===== config.mk =====
export PLATFORM = sky130hd
export DESIGN_NAME = pi_current_regulator
export DESIGN_NICKNAME = d
export VERILOG_FILES = /design/src/sv/pirc_pkg.sv /design/src/sv/pirc_dp.sv /design/src/sv/pirc_seq.sv /design/src/sv/pi_current_regulator.sv
export VERILOG_INCLUDE_DIRS = /design/src /design/src/sv
export SDC_FILE = /design/constraint.sdc
export NUM_CORES = 1
export LEC_CHECK = 0
export BUFFER_PORTS_ARGS = -buffer_cell sky130_fd_sc_hd__buf_4
export CORE_ASPECT_RATIO = 1.75
export CORE_MARGIN = 2
export CORE_UTILIZATION = 45
export CTS_BUF_LIST = sky130_fd_sc_hd__clkbuf_4 sky130_fd_sc_hd__clkbuf_8 sky130_fd_sc_hd__clkbuf_16
export CTS_CLUSTER_DIAMETER = 80
export DETAILED_ROUTE_END_ITERATION = 16
export PLACE_DENSITY_LB_ADDON = 0.25
export SYNTH_ARGS = -nofsm -noshare
export SYNTH_HDL_FRONTEND = slang
export SYNTH_SLANG_ARGS = --single-unit

===== constraint.sdc =====
create_clock -name clk -period 7 [get_ports clk]
set_input_delay 0.7 -clock clk [delete_from_list [all_inputs] [get_ports clk]]
set_output_delay 0.7 -clock clk [all_outputs]
set_load 0.02 [all_outputs]

===== src/sv/pi_current_regulator_defines.svh =====
// ----------------------------------------------------------------------------
// pi_current_regulator_defines
// assertion macros shared by the pi current regulator modules
// ----------------------------------------------------------------------------
`ifndef PI_CURRENT_REGULATOR_DEFINES_SVH
`define PI_CURRENT_REGULATOR_DEFINES_SVH

`ifndef ASSERT_OFF
// property checked on every clock edge outside reset
`define PIRC_ASSERT(lbl, prop) \
	lbl: assert property (@(posedge clk) disable iff (!arst_n) prop) \
		else $error("pi regulator check failed");
// consequent checked in the cycle after the antecedent
`define PIRC_ASSERT_NEXT(lbl, ante, cons) \
	lbl: assert property (@(posedge clk) disable iff (!arst_n) (ante) |=> (cons)) \
		else $error("pi regulator sequence check failed");
`else
`define PIRC_ASSERT(lbl, prop)
`define PIRC_ASSERT_NEXT(lbl, ante, cons)
`endif

`endif


===== src/sv/pirc_pkg.sv =====
// ----------------------------------------------------------------------------
// pirc_pkg
// types and constants of the pi current regulator
// ----------------------------------------------------------------------------
`default_nettype none

package pirc_pkg;

	localparam int FRACTION_BITS_DEF = 20;
	localparam int SAMPLE_W          = 12;
	localparam int ERR_W             = SAMPLE_W + 1;
	localparam int COEF_W            = 24;
	localparam int IN_DATA_W         = 24;
	localparam int OUT_DATA_W        = 16;
	localparam int CFG_IDX_W         = 1;

	localparam logic signed [COEF_W-1:0] COEF_CUR_RST  = 24'sd632;
	localparam logic signed [COEF_W-1:0] COEF_PREV_RST = -24'sd550;
	localparam logic signed [ERR_W-1:0]  DUTY_FULL     = 13'sd4095;

	localparam logic [CFG_IDX_W-1:0] CFG_COEF_CURRENT  = 1'b0;
	localparam logic [CFG_IDX_W-1:0] CFG_COEF_PREVIOUS = 1'b1;

	// operand select of the shared multiplier
	typedef enum logic [1:0] {
		MSEL_CUR,
		MSEL_PREV,
		MSEL_DUTY
	} mul_sel_t;

	// sequencer to datapath controls
	typedef struct packed {
		logic     capture;
		logic     mul_en;
		mul_sel_t mul_sel;
		logic     sum_load;
		logic     sum_add;
		logic     clamp_en;
		logic     out_load;
	} mac_ctl_t;

endpackage

`default_nettype wire


===== src/sv/pirc_dp.sv =====
// ----------------------------------------------------------------------------
// pirc_dp
// datapath: error, shared multiplier, accumulator with clamp, duty scaling
// ----------------------------------------------------------------------------
`default_nettype none
`include "pi_current_regulator_defines.svh"

module pirc_dp #(
	parameter int FRACTION_BITS = pirc_pkg::FRACTION_BITS_DEF
) (
	input  wire logic                                clk,
	input  wire logic                                arst_n,
	input  wire pirc_pkg::mac_ctl_t                  ctl,
	input  wire logic [pirc_pkg::SAMPLE_W-1:0]       setpoint_sample,
	input  wire logic [pirc_pkg::SAMPLE_W-1:0]       measured_sample,
	input  wire logic signed [pirc_pkg::COEF_W-1:0]  coef_current,
	input  wire logic signed [pirc_pkg::COEF_W-1:0]  coef_previous,
	output logic [pirc_pkg::SAMPLE_W-1:0]            duty,
	output logic                                     limited
);
	import pirc_pkg::*;

	localparam int AW = FRACTION_BITS + 1;
	localparam int MA = (COEF_W > FRACTION_BITS + 2) ? COEF_W : FRACTION_BITS + 2;
	localparam int PW = MA + ERR_W;
	localparam int SW = PW + 2;
	localparam logic signed [AW:0]   HALF_E = (AW+1)'(64'sd1 <<< (FRACTION_BITS - 1));
	localparam logic signed [SW-1:0] HALF_S = SW'(HALF_E);

	logic signed [ERR_W-1:0] err_q;
	logic signed [ERR_W-1:0] prev_err_q;
	logic signed [AW-1:0]    acc_q;
	logic signed [PW-1:0]    prod_q;
	logic signed [SW-1:0]    sum_q;
	logic                    lim_q;
	logic [SAMPLE_W-1:0]     duty_q;
	logic                    lim_out_q;

	logic signed [AW:0]      acc_plus;
	logic signed [MA-1:0]    mul_a;
	logic signed [ERR_W-1:0] mul_b;
	logic signed [AW-1:0]    acc_nxt;
	logic                    lim_nxt;

	assign acc_plus = $signed({acc_q[AW-1], acc_q}) + HALF_E;

	always_comb begin
		unique case (ctl.mul_sel)
			MSEL_CUR: begin
				mul_a = MA'(coef_current);
				mul_b = err_q;
			end
			MSEL_PREV: begin
				mul_a = MA'(coef_previous);
				mul_b = prev_err_q;
			end
			MSEL_DUTY: begin
				mul_a = MA'(acc_plus);
				mul_b = DUTY_FULL;
			end
			default: begin
				mul_a = '0;
				mul_b = '0;
			end
		endcase
	end

	always_comb begin
		if (sum_q > HALF_S) begin
			acc_nxt = AW'(HALF_S);
			lim_nxt = 1'b1;
		end else if (sum_q < -HALF_S) begin
			acc_nxt = AW'(-HALF_S);
			lim_nxt = 1'b1;
		end else begin
			acc_nxt = AW'(sum_q);
			lim_nxt = 1'b0;
		end
	end

	// controller state
	always_ff @(posedge clk or negedge arst_n) begin
		if (!arst_n) begin
			acc_q      <= '0;
			prev_err_q <= '0;
			lim_q      <= 1'b0;
		end else if (ctl.clamp_en) begin
			acc_q      <= acc_nxt;
			prev_err_q <= err_q;
			lim_q      <= lim_nxt;
		end
	end

	// working and result registers
	always_ff @(posedge clk) begin
		if (ctl.capture) begin
			err_q <= $signed({1'b0, setpoint_sample}) - $signed({1'b0, measured_sample});
		end
		if (ctl.mul_en) begin
			prod_q <= mul_a * mul_b;
		end
		if (ctl.sum_load) begin
			sum_q <= SW'(acc_q);
		end else if (ctl.sum_add) begin
			sum_q <= sum_q + SW'(prod_q);
		end
		if (ctl.out_load) begin
			duty_q    <= prod_q[FRACTION_BITS +: SAMPLE_W];
			lim_out_q <= lim_q;
		end
	end

	assign duty    = duty_q;
	assign limited = lim_out_q;

	`PIRC_ASSERT(a_acc_bounded, (SW'(acc_q) <= HALF_S) && (SW'(acc_q) >= -HALF_S))
	`PIRC_ASSERT_NEXT(a_prev_err_update, ctl.clamp_en, prev_err_q == $past(err_q))
	`PIRC_ASSERT_NEXT(a_no_limit_inside, ctl.clamp_en && (sum_q <= HALF_S) && (sum_q >= -HALF_S), !lim_q)

endmodule

`default_nettype wire


===== src/sv/pirc_seq.sv =====
// ----------------------------------------------------------------------------
// pirc_seq
// sequencer that steps the shared multiplier through one regulator update
// ----------------------------------------------------------------------------
`default_nettype none
`include "pi_current_regulator_defines.svh"

module pirc_seq (
	input  wire logic          clk,
	input  wire logic          arst_n,
	input  wire logic          s_tvalid,
	output logic               s_tready,
	output logic               m_tvalid,
	input  wire logic          m_tready,
	output pirc_pkg::mac_ctl_t ctl
);
	import pirc_pkg::*;

	typedef enum logic [2:0] {
		ST_IDLE,
		ST_MUL_CUR,
		ST_MUL_PREV,
		ST_ADD,
		ST_CLAMP,
		ST_MUL_DUTY,
		ST_DONE
	} state_t;

	state_t state_q;
	logic   s_tready_q;
	logic   m_tvalid_q;
	logic   accept;
	logic   out_free;

	assign accept   = s_tvalid && s_tready_q;
	assign out_free = !m_tvalid_q || m_tready;

	always_comb begin
		ctl          = '0;
		ctl.mul_sel  = MSEL_CUR;
		ctl.capture  = accept;
		unique case (state_q)
			ST_IDLE: begin
			end
			ST_MUL_CUR: begin
				ctl.mul_en   = 1'b1;
				ctl.mul_sel  = MSEL_CUR;
				ctl.sum_load = 1'b1;
			end
			ST_MUL_PREV: begin
				ctl.mul_en  = 1'b1;
				ctl.mul_sel = MSEL_PREV;
				ctl.sum_add = 1'b1;
			end
			ST_ADD: begin
				ctl.sum_add = 1'b1;
			end
			ST_CLAMP: begin
				ctl.clamp_en = 1'b1;
			end
			ST_MUL_DUTY: begin
				ctl.mul_en  = 1'b1;
				ctl.mul_sel = MSEL_DUTY;
			end
			ST_DONE: begin
				ctl.out_load = out_free;
			end
			default: begin
			end
		endcase
	end

	always_ff @(posedge clk or negedge arst_n) begin
		if (!arst_n) begin
			state_q    <= ST_IDLE;
			s_tready_q <= 1'b1;
			m_tvalid_q <= 1'b0;
		end else begin
			// new result loads, else a taken result clears
			if ((state_q == ST_DONE) && out_free) begin
				m_tvalid_q <= 1'b1;
			end else if (m_tvalid_q && m_tready) begin
				m_tvalid_q <= 1'b0;
			end
			unique case (state_q)
				ST_IDLE: begin
					if (accept) begin
						state_q    <= ST_MUL_CUR;
						s_tready_q <= 1'b0;
					end
				end
				ST_MUL_CUR:  state_q <= ST_MUL_PREV;
				ST_MUL_PREV: state_q <= ST_ADD;
				ST_ADD:      state_q <= ST_CLAMP;
				ST_CLAMP:    state_q <= ST_MUL_DUTY;
				ST_MUL_DUTY: state_q <= ST_DONE;
				ST_DONE: begin
					if (out_free) begin
						state_q    <= ST_IDLE;
						s_tready_q <= 1'b1;
					end
				end
				default: state_q <= ST_IDLE;
			endcase
		end
	end

	assign s_tready = s_tready_q;
	assign m_tvalid = m_tvalid_q;

	`PIRC_ASSERT(a_ready_only_idle, s_tready_q |-> (state_q == ST_IDLE))
	`PIRC_ASSERT_NEXT(a_accept_starts, accept, (state_q == ST_MUL_CUR) && !s_tready_q)
	`PIRC_ASSERT_NEXT(a_done_waits, (state_q == ST_DONE) && m_tvalid_q && !m_tready, state_q == ST_DONE)
	`PIRC_ASSERT_NEXT(a_load_sets_valid, ctl.out_load, m_tvalid_q && s_tready_q)

endmodule

`default_nettype wire


===== src/sv/pi_current_regulator.sv =====
// ----------------------------------------------------------------------------
// pi_current_regulator
// incremental pi current regulator with clamped accumulator and pwm duty out
// ----------------------------------------------------------------------------
// One input item is a setpoint and a measured-current adc sample. The block
// forms the error, adds coef_current * error + coef_previous * previous error
// to a fixed-point accumulator (FRACTION_BITS fraction bits), clamps it to
// plus or minus one half and returns duty = floor((acc + 0.5) * 4095) with a
// flag that tells whether the clamp acted. One signed multiplier is shared by
// the two coefficient products and the duty scaling, stepped by a small
// sequencer through MUL_CUR, MUL_PREV, ADD, CLAMP, MUL_DUTY and DONE. In
// DONE the result is loaded into the output register once the output side
// is free, and only then can the next item be taken; the input stays not
// ready from acceptance until then. A finished result may wait in the output
// register while the next item is taken in.
`default_nettype none

module pi_current_regulator #(
	parameter int FRACTION_BITS = pirc_pkg::FRACTION_BITS_DEF
) (
	input  wire logic                              clk,
	input  wire logic                              arst_n,
	input  wire logic                              s_axis_tvalid,
	output logic                                   s_axis_tready,
	// setpoint_sample [11:0], measured_sample [23:12]
	input  wire logic [pirc_pkg::IN_DATA_W-1:0]    s_axis_tdata,
	output logic                                   m_axis_tvalid,
	input  wire logic                              m_axis_tready,
	// duty [11:0], limited [12], zero fill [15:13]
	output logic [pirc_pkg::OUT_DATA_W-1:0]        m_axis_tdata,
	input  wire logic                              cfg_we,
	input  wire logic [pirc_pkg::CFG_IDX_W-1:0]    cfg_index,
	input  wire logic [pirc_pkg::COEF_W-1:0]       cfg_data
);
	import pirc_pkg::*;

	logic signed [COEF_W-1:0] coef_cur_q;
	logic signed [COEF_W-1:0] coef_prev_q;
	mac_ctl_t                 ctl;
	logic [SAMPLE_W-1:0]      duty;
	logic                     limited;

	always_ff @(posedge clk or negedge arst_n) begin
		if (!arst_n) begin
			coef_cur_q  <= COEF_CUR_RST;
			coef_prev_q <= COEF_PREV_RST;
		end else if (cfg_we) begin
			unique case (cfg_index)
				CFG_COEF_CURRENT:  coef_cur_q  <= $signed(cfg_data);
				CFG_COEF_PREVIOUS: coef_prev_q <= $signed(cfg_data);
				default: begin
				end
			endcase
		end
	end

	pirc_seq u_seq (
		.clk      (clk),
		.arst_n   (arst_n),
		.s_tvalid (s_axis_tvalid),
		.s_tready (s_axis_tready),
		.m_tvalid (m_axis_tvalid),
		.m_tready (m_axis_tready),
		.ctl      (ctl)
	);

	pirc_dp #(
		.FRACTION_BITS (FRACTION_BITS)
	) u_dp (
		.clk             (clk),
		.arst_n          (arst_n),
		.ctl             (ctl),
		.setpoint_sample (s_axis_tdata[SAMPLE_W-1:0]),
		.measured_sample (s_axis_tdata[2*SAMPLE_W-1:SAMPLE_W]),
		.coef_current    (coef_cur_q),
		.coef_previous   (coef_prev_q),
		.duty            (duty),
		.limited         (limited)
	);

	assign m_axis_tdata = {{(OUT_DATA_W - SAMPLE_W - 1){1'b0}}, limited, duty};

endmodule

`default_nettype wire

---- After elaboration in Yosys (flattened, before gate mapping) ----
Index checks and enable logic that the tools add are counted.
cells by class
  multiplexer cells ....................... 21
  bitwise operators ....................... 1
  eq/ne operators ......................... 10
  reductions and logical operators ........ 15
  $mul .................................... 1
  order comparisons ....................... 2
  $add $sub $neg .......................... 3
operators by type and width
  kind                                                   number
  2-to-1 mux 39 bit                                      2
  one-hot mux 24 bit (3 select lines)                    1
  2-to-1 mux 21 bit                                      2
  adder 39 x 37 -> 39 bit                                1
  > comparator 39 x 21 -> 1 bit, second input constant   1
  < comparator 39 x 20 -> 1 bit, second input constant   1
  one-hot mux 13 bit (3 select lines)                    1
  multiplier 24 x 13 -> 37 bit                           1
  adder 21 x 21 -> 22 bit, second input constant         1
  one-hot mux 3 bit (7 select lines)                     1
  subtractor 12 x 12 -> 13 bit                           1
  2-to-1 mux 1 bit                                       10
  == test 3 bit, second input constant                   3
  one-hot mux 3 bit (3 select lines)                     1
  == test 3 x 2 -> 1 bit, second input constant          2
  2-to-1 mux 3 bit                                       2
  AND reduction 2 bit                                    3
  nonzero test 2 bit                                     3
  inequality test 2 x 1 -> 1 bit, second input constant  2
  == test 3 x 1 -> 1 bit, second input constant          1
  logical AND 1 bit                                      3
  logical NOT 3 bit                                      1
  AND reduction 3 bit                                    1
  == test 2 x 1 -> 1 bit, second input constant          1
  7 further kinds                                        7
word-level totals
  input port bits ......................... 54
  word-level logic and storage cells ...... 66
  output and inout port bits .............. 18
  register bits after elaboration ......... 190

---- Depth between registers and ports, before layout ----
  depth after elaboration ................. 5
  gate-level depth with buffers ........... 30
  gate-level depth less buffers ........... 27

---- Hierarchy ----
Synthesis repeated with hierarchy kept, for this count alone.
second synthesis, totals
  cells, all modules ...................... 2149
  area, all modules ....................... 21125.3 µm²
by module, submodules not included
  module                cells each  instances  area each (µm²)  sequential area each (µm²)
  pirc_dp               2009        1          18770.5          3938.8
  pi_current_regulator  108         1          2050.7           1232.4
  pirc_seq              32          1          304.0            126.4

---- Least setup slack after synthesis ----
Ideal clock, no wire load.
  path kind ............................... reg2reg
  start point ............................. register u_seq.state_q[0]
  end point ............................... register u_dp.prod_q[27], data pin
  period minus slack after synthesis ...... 7.153 ns
  path buffers ............................ 3
  cell stages (with the launch flop) ...... 29
  setup slack ............................. -0.153 ns
  required time ........................... 6.744 ns
  library setup time ...................... 0.256 ns
  data arrival time ....................... 6.897 ns
  cell sequence ........................... dfrtp_1 > nor2b_1 > and2_1 > buf_2 > nor2_1 > clkbuf_1 > nand2_1 > nand2_1 > clkbuf_1 > nand2_1 > fa_1 > fa_1 > inv_1 > fa_1 > fa_1 > fa_1 > inv_1 > fa_1 > inv_1 > ha_1 > a21oi_1 > o211a_1 > o21ai_0 > a31oi_1 > o21bai_1 > a21oi_1 > o21a_1 > nand4b_1 > o211a_1
between the ends
  cells in the longest elaborated chain, start to end .. 5
  elaborated cells on any way between the ends .. 10
  classes of those cells .................. mul: 1; eq/ne: 5; mux: 3; reduce/logical: 1
ends and longest elaborated chain
  what                                                                                        RTL line        RTL
  start: declaration                                                                          pirc_seq.sv:29  state_t state_q;
  start signal: assignment                                                                    pirc_seq.sv:75  state_q <= ST_IDLE;
  start signal: assignment                                                                    pirc_seq.sv:88  state_q <= ST_MUL_CUR;
  start signal: assignment                                                                    pirc_seq.sv:92  ST_MUL_CUR: state_q <= ST_MUL_PREV;
  == test 3 bit, or another cell as far along                                                 pirc_seq.sv:42  unique case (state_q)
  one-hot mux 3 bit (3 select lines) (*)                                                      pirc_seq.sv:42
  == test 2 bit, or another cell as far along                                                 pirc_dp.sv:48   unique case (ctl.mul_sel)
  one-hot mux 24 bit (3 select lines) or one-hot mux 13 bit (3 select lines) (tied branches)  pirc_dp.sv:48
  multiplier 24 x 13 -> 37 bit (*)                                                            pirc_dp.sv:100  prod_q <= mul_a * mul_b;
  end signal: assignment                                                                      pirc_dp.sv:100
  end: declaration                                                                            pirc_dp.sv:33   logic signed [PW-1:0] prod_q;
Every way passes the cells marked *; elsewhere a longest branch is shown, timed or not.
A chain may end at the register's enable or synchronous reset.

---- Worst setup path after layout ----
  start point ............................. register u_seq.state_q[1]
  end point ............................... register u_dp.prod_q[36], data pin
The elaborated chain is that of the path after synthesis.

==> summary.md <==
| Metric | Value |
|---|---|
| NumNets Final | 2725 |
| Clk Latency, worst-skew pair | 0.48 ns |
| Count of input and output buffers | 68 |
| Clk root buf | clkbuf_16 |
| Clock buffer depth | 2 |
| First-pass GRT wire length | 92200 um |
| DR WL/cell | 21.0 um |
| Max-cap violation count | 0 |
| Hold Fails Final Rpt | 0 |
| # hold bufs at CTS | 0 |
| Final wirelength | 59600 um |
| Post-synthesis sequential area ratio | 25.9% |
| FF/Latch Area | 5300 sq um |
| Tightest Pin Transition | 1.15 ns |
| Placer Congestion | 0.976 |
| Final setup violation count | 0 |
| Vert. Die Dim | 286 um |
| Largest net degree at the start of global routing | 50 |
| Via-to-Cell Ratio | 5.62 |
| HP Class | input pin to asynchronous set/reset pin |
| Area delta synth->final | 19.9% |
| Vias in the first global route | 17247 |
| Initial antenna violation count | 0 |
| Synth Warn # | 0 |
| CP max-delay cell | fa_1 |
| Critical Path AT | 7.08 ns |
| CTS tree | done |
| Reg2Reg Capture Point | u_dp.prod_q[36]$_DFFE_PP_ |
| Worst-path maximum fanout | 11 |
| GRT Total Usage | 25.9% |
| Congestion Overflow GR | 0 |
| Post-DP Area | 22800 sq um |
| Synth async-reset ratio | 46.3% |
| Share of layout cells above drive strength 1 | 23.6% |
| Most frequent cells after synthesis | fa_1 (285), inv_1 (274), nand2_1 (236), nor2_1 (188), ha_1 (140) |
| Max frequency | 145 MHz |
| Commonest register cell after synthesis | edfxtp_1 |
| EDFF count, synth | 102 |
| Fin cells | 2836 |
| Clock sink count | 190 |
| WHS | 0.221 ns |
| Synth cell types | 79 |
| Starting Density | 45.5% |
| Area leader, netlist | fa_1 |
| Pins Over Slew Limit | 0 |
| Design Area, Final | 24600 sq um |
| Drt drc | 0 |
| Fin Setup TNS | 0 ns |
| Final period demand of the worst path | 6.88 ns |
| Die area | 47300 sq um |
| Area of the core | 45000 sq um |
| Die X | 165 um |
| CP peak stage delay | 0.52 ns |
| Post-route ant nets | 0 |
| FP Rows | 103 |
| Share of the synthesized area in the top cell type | 27.9% |
| Synthesized area per cell | 10.1 sq um |
| Synth area leaders | fa_1 (28%), edfxtp_1 (15%), ha_1 (8.6%), dfrtp_1 (7.6%), inv_1 (5.0%) |
| Fillers | 3933 |
| Yosys reg bits | 190 |
| Count leader, synth | fa_1 |
| Tcrit/Tclk final | 98.3% |
| Dpl cells | 2762 |
| Final Skew | 0.0261 ns |
| Req. time, crit path | 7.20 ns |
| Crit Path Class | flop to flop |
| Final HPWL DP | 48300 um |
| Flop-to-flop setup slack | 0.12 ns |
| Most numerous cell on the critical path | fa_1 |
| Multi-input combinational cell area | 14500 sq um |
| R2R Path Start | u_seq.state_q[1]$_DFFE_PN0P_ |
| Worst setup EP type | flop |
| Clock transition at path regs | 0.10 ns |
| Ports | 72 |
| Worst slew margin | 23.0% |
| Mapped Area | 20500 sq um |
| Reg2Reg Depth | 28 |
| Iter 0 DRT Violations | 758 |
| Vias post-DR | 15936 |
| Drt pass-1 iters | 5 |
| Startpoint Class | flop |
| CTS H-tree lvls | 4 |
| CTS Buf Count | 17 |
| Mapped Cells | 2030 |
| Ant. Diodes | 0 |
| Status | finished, final reports clean |
==> metal layers <==
layer | global-route usage, % | vias up | wire [um]
met5 | 0 | - | 0
met4 | 14.2 | 0 | 4070
met3 | 2.75 | 173 | 2280
met2 | 49.0 | 425 | 32400
met1 | 27.4 | 8113 | 20900
li1 | - | 7225 | -
==> timing repair <==
action / 4_1_cts / 5_1_grt
setup buffers: 5 / 33
pin swaps: 1 / 88
gates resized for setup: 16 / 138
gates cloned: 0 / 4
endpoints found under the setup margin: 7 / 13
==> worst max path at each step <==
stage                                            start                        end
after floorplan           u_seq.state_q[0]$_DFFE_PN0P_  u_dp.prod_q[27]$_DFFE_PP_
after global placement    u_seq.state_q[1]$_DFFE_PN0P_  u_dp.prod_q[35]$_DFFE_PP_
after detailed placement  u_seq.state_q[1]$_DFFE_PN0P_  u_dp.prod_q[35]$_DFFE_PP_
after CTS                 u_seq.state_q[0]$_DFFE_PN0P_  u_dp.prod_q[35]$_DFFE_PP_
after global routing      u_seq.state_q[1]$_DFFE_PN0P_  u_dp.prod_q[36]$_DFFE_PP_
final                     u_seq.state_q[1]$_DFFE_PN0P_  u_dp.prod_q[36]$_DFFE_PP_
==> cells by family after synthesis <==
group / after synthesis / synth area share, %
buffers and inverters: 355 / 6.66
XOR/XNOR: 73 / 3.12
other: 1 / 0.0183
flip-flops: 190 / 25.9
adder cells (fa/ha/maj): 425 / 36.4
multiplexers: 62 / 3.40
AO/OA/AOI/OAI: 354 / 12.2
AND/OR/NAND/NOR: 570 / 12.3
==> layout by cell type, fill, tap and decap left out, drive strengths merged, types with 15 or more instances in the layout <==
| cell | count |
|---|---|
| nand2 | 236 |
| a221o | 23 |
| a22o | 21 |
| nor4 | 17 |
| xnor2 | 47 |
| nor2 | 188 |
| edfxtp | 102 |
| fa | 285 |
| xor2 | 26 |
| a221oi | 20 |
| o21ai | 67 |
| buf | 272 |
| and3 | 23 |
| inv | 286 |
| dfrtp | 62 |
| mux2 | 61 |
| a21o | 29 |
| o21bai | 16 |
| dfstp | 26 |
| ha | 140 |
| nand2b | 16 |
| o21a | 15 |
| clkbuf | 21 |
| a21oi | 79 |
==> metrics by stage <==
step / util (%) / worst slack (ns)
after detailed placement: 50.7 / -0.243
after floorplan: - / 0.0113
after global placement: 50.7 / -0.122
after CTS: 52.3 / 0.00154
after global routing: 54.6 / -0.0996
final: 54.6 / 0.121
==> cell type report <==
type / count / area share, %
timing repair buffer: 276 / 9.57
sequential: 190 / 21.6
tap: 577 / 2.94
inverter: 274 / 4.19
clock inverter: 15 / 0.912
multi-input combinational: 1487 / 59.1
clock buffer: 17 / 1.73
==> critical path, delay by kind of cell, from the launching register on <==
family	cells	cell delay (ns)
simple gates	7	1.11
flops	1	0.45
fa+ha+maj	7	2.86
buf+inv	7	0.98
xor+xnor	1	0.14
compound gates	6	1.04
==> sequential cells by signal, indices dropped and copies added (netlist names) <==
| signal | flops |
|---|---|
| u_seq.m_tvalid | 1 |
| coef_cur_q | 24 |
| u_dp.prod_q | 37 |
| u_dp.duty | 12 |
| u_dp.err_q | 13 |
| u_dp.lim_q | 1 |
| u_seq.s_tready | 1 |
| u_dp.prev_err_q | 13 |
| u_dp.acc_q | 21 |
| u_seq.state_q | 3 |
| coef_prev_q | 24 |
| u_dp.sum_q | 39 |
| u_dp.limited | 1 |
Power is left out: the tool's default activity adds up to more than one toggle a clock period on the data nets, which glitch-free logic cannot reach.
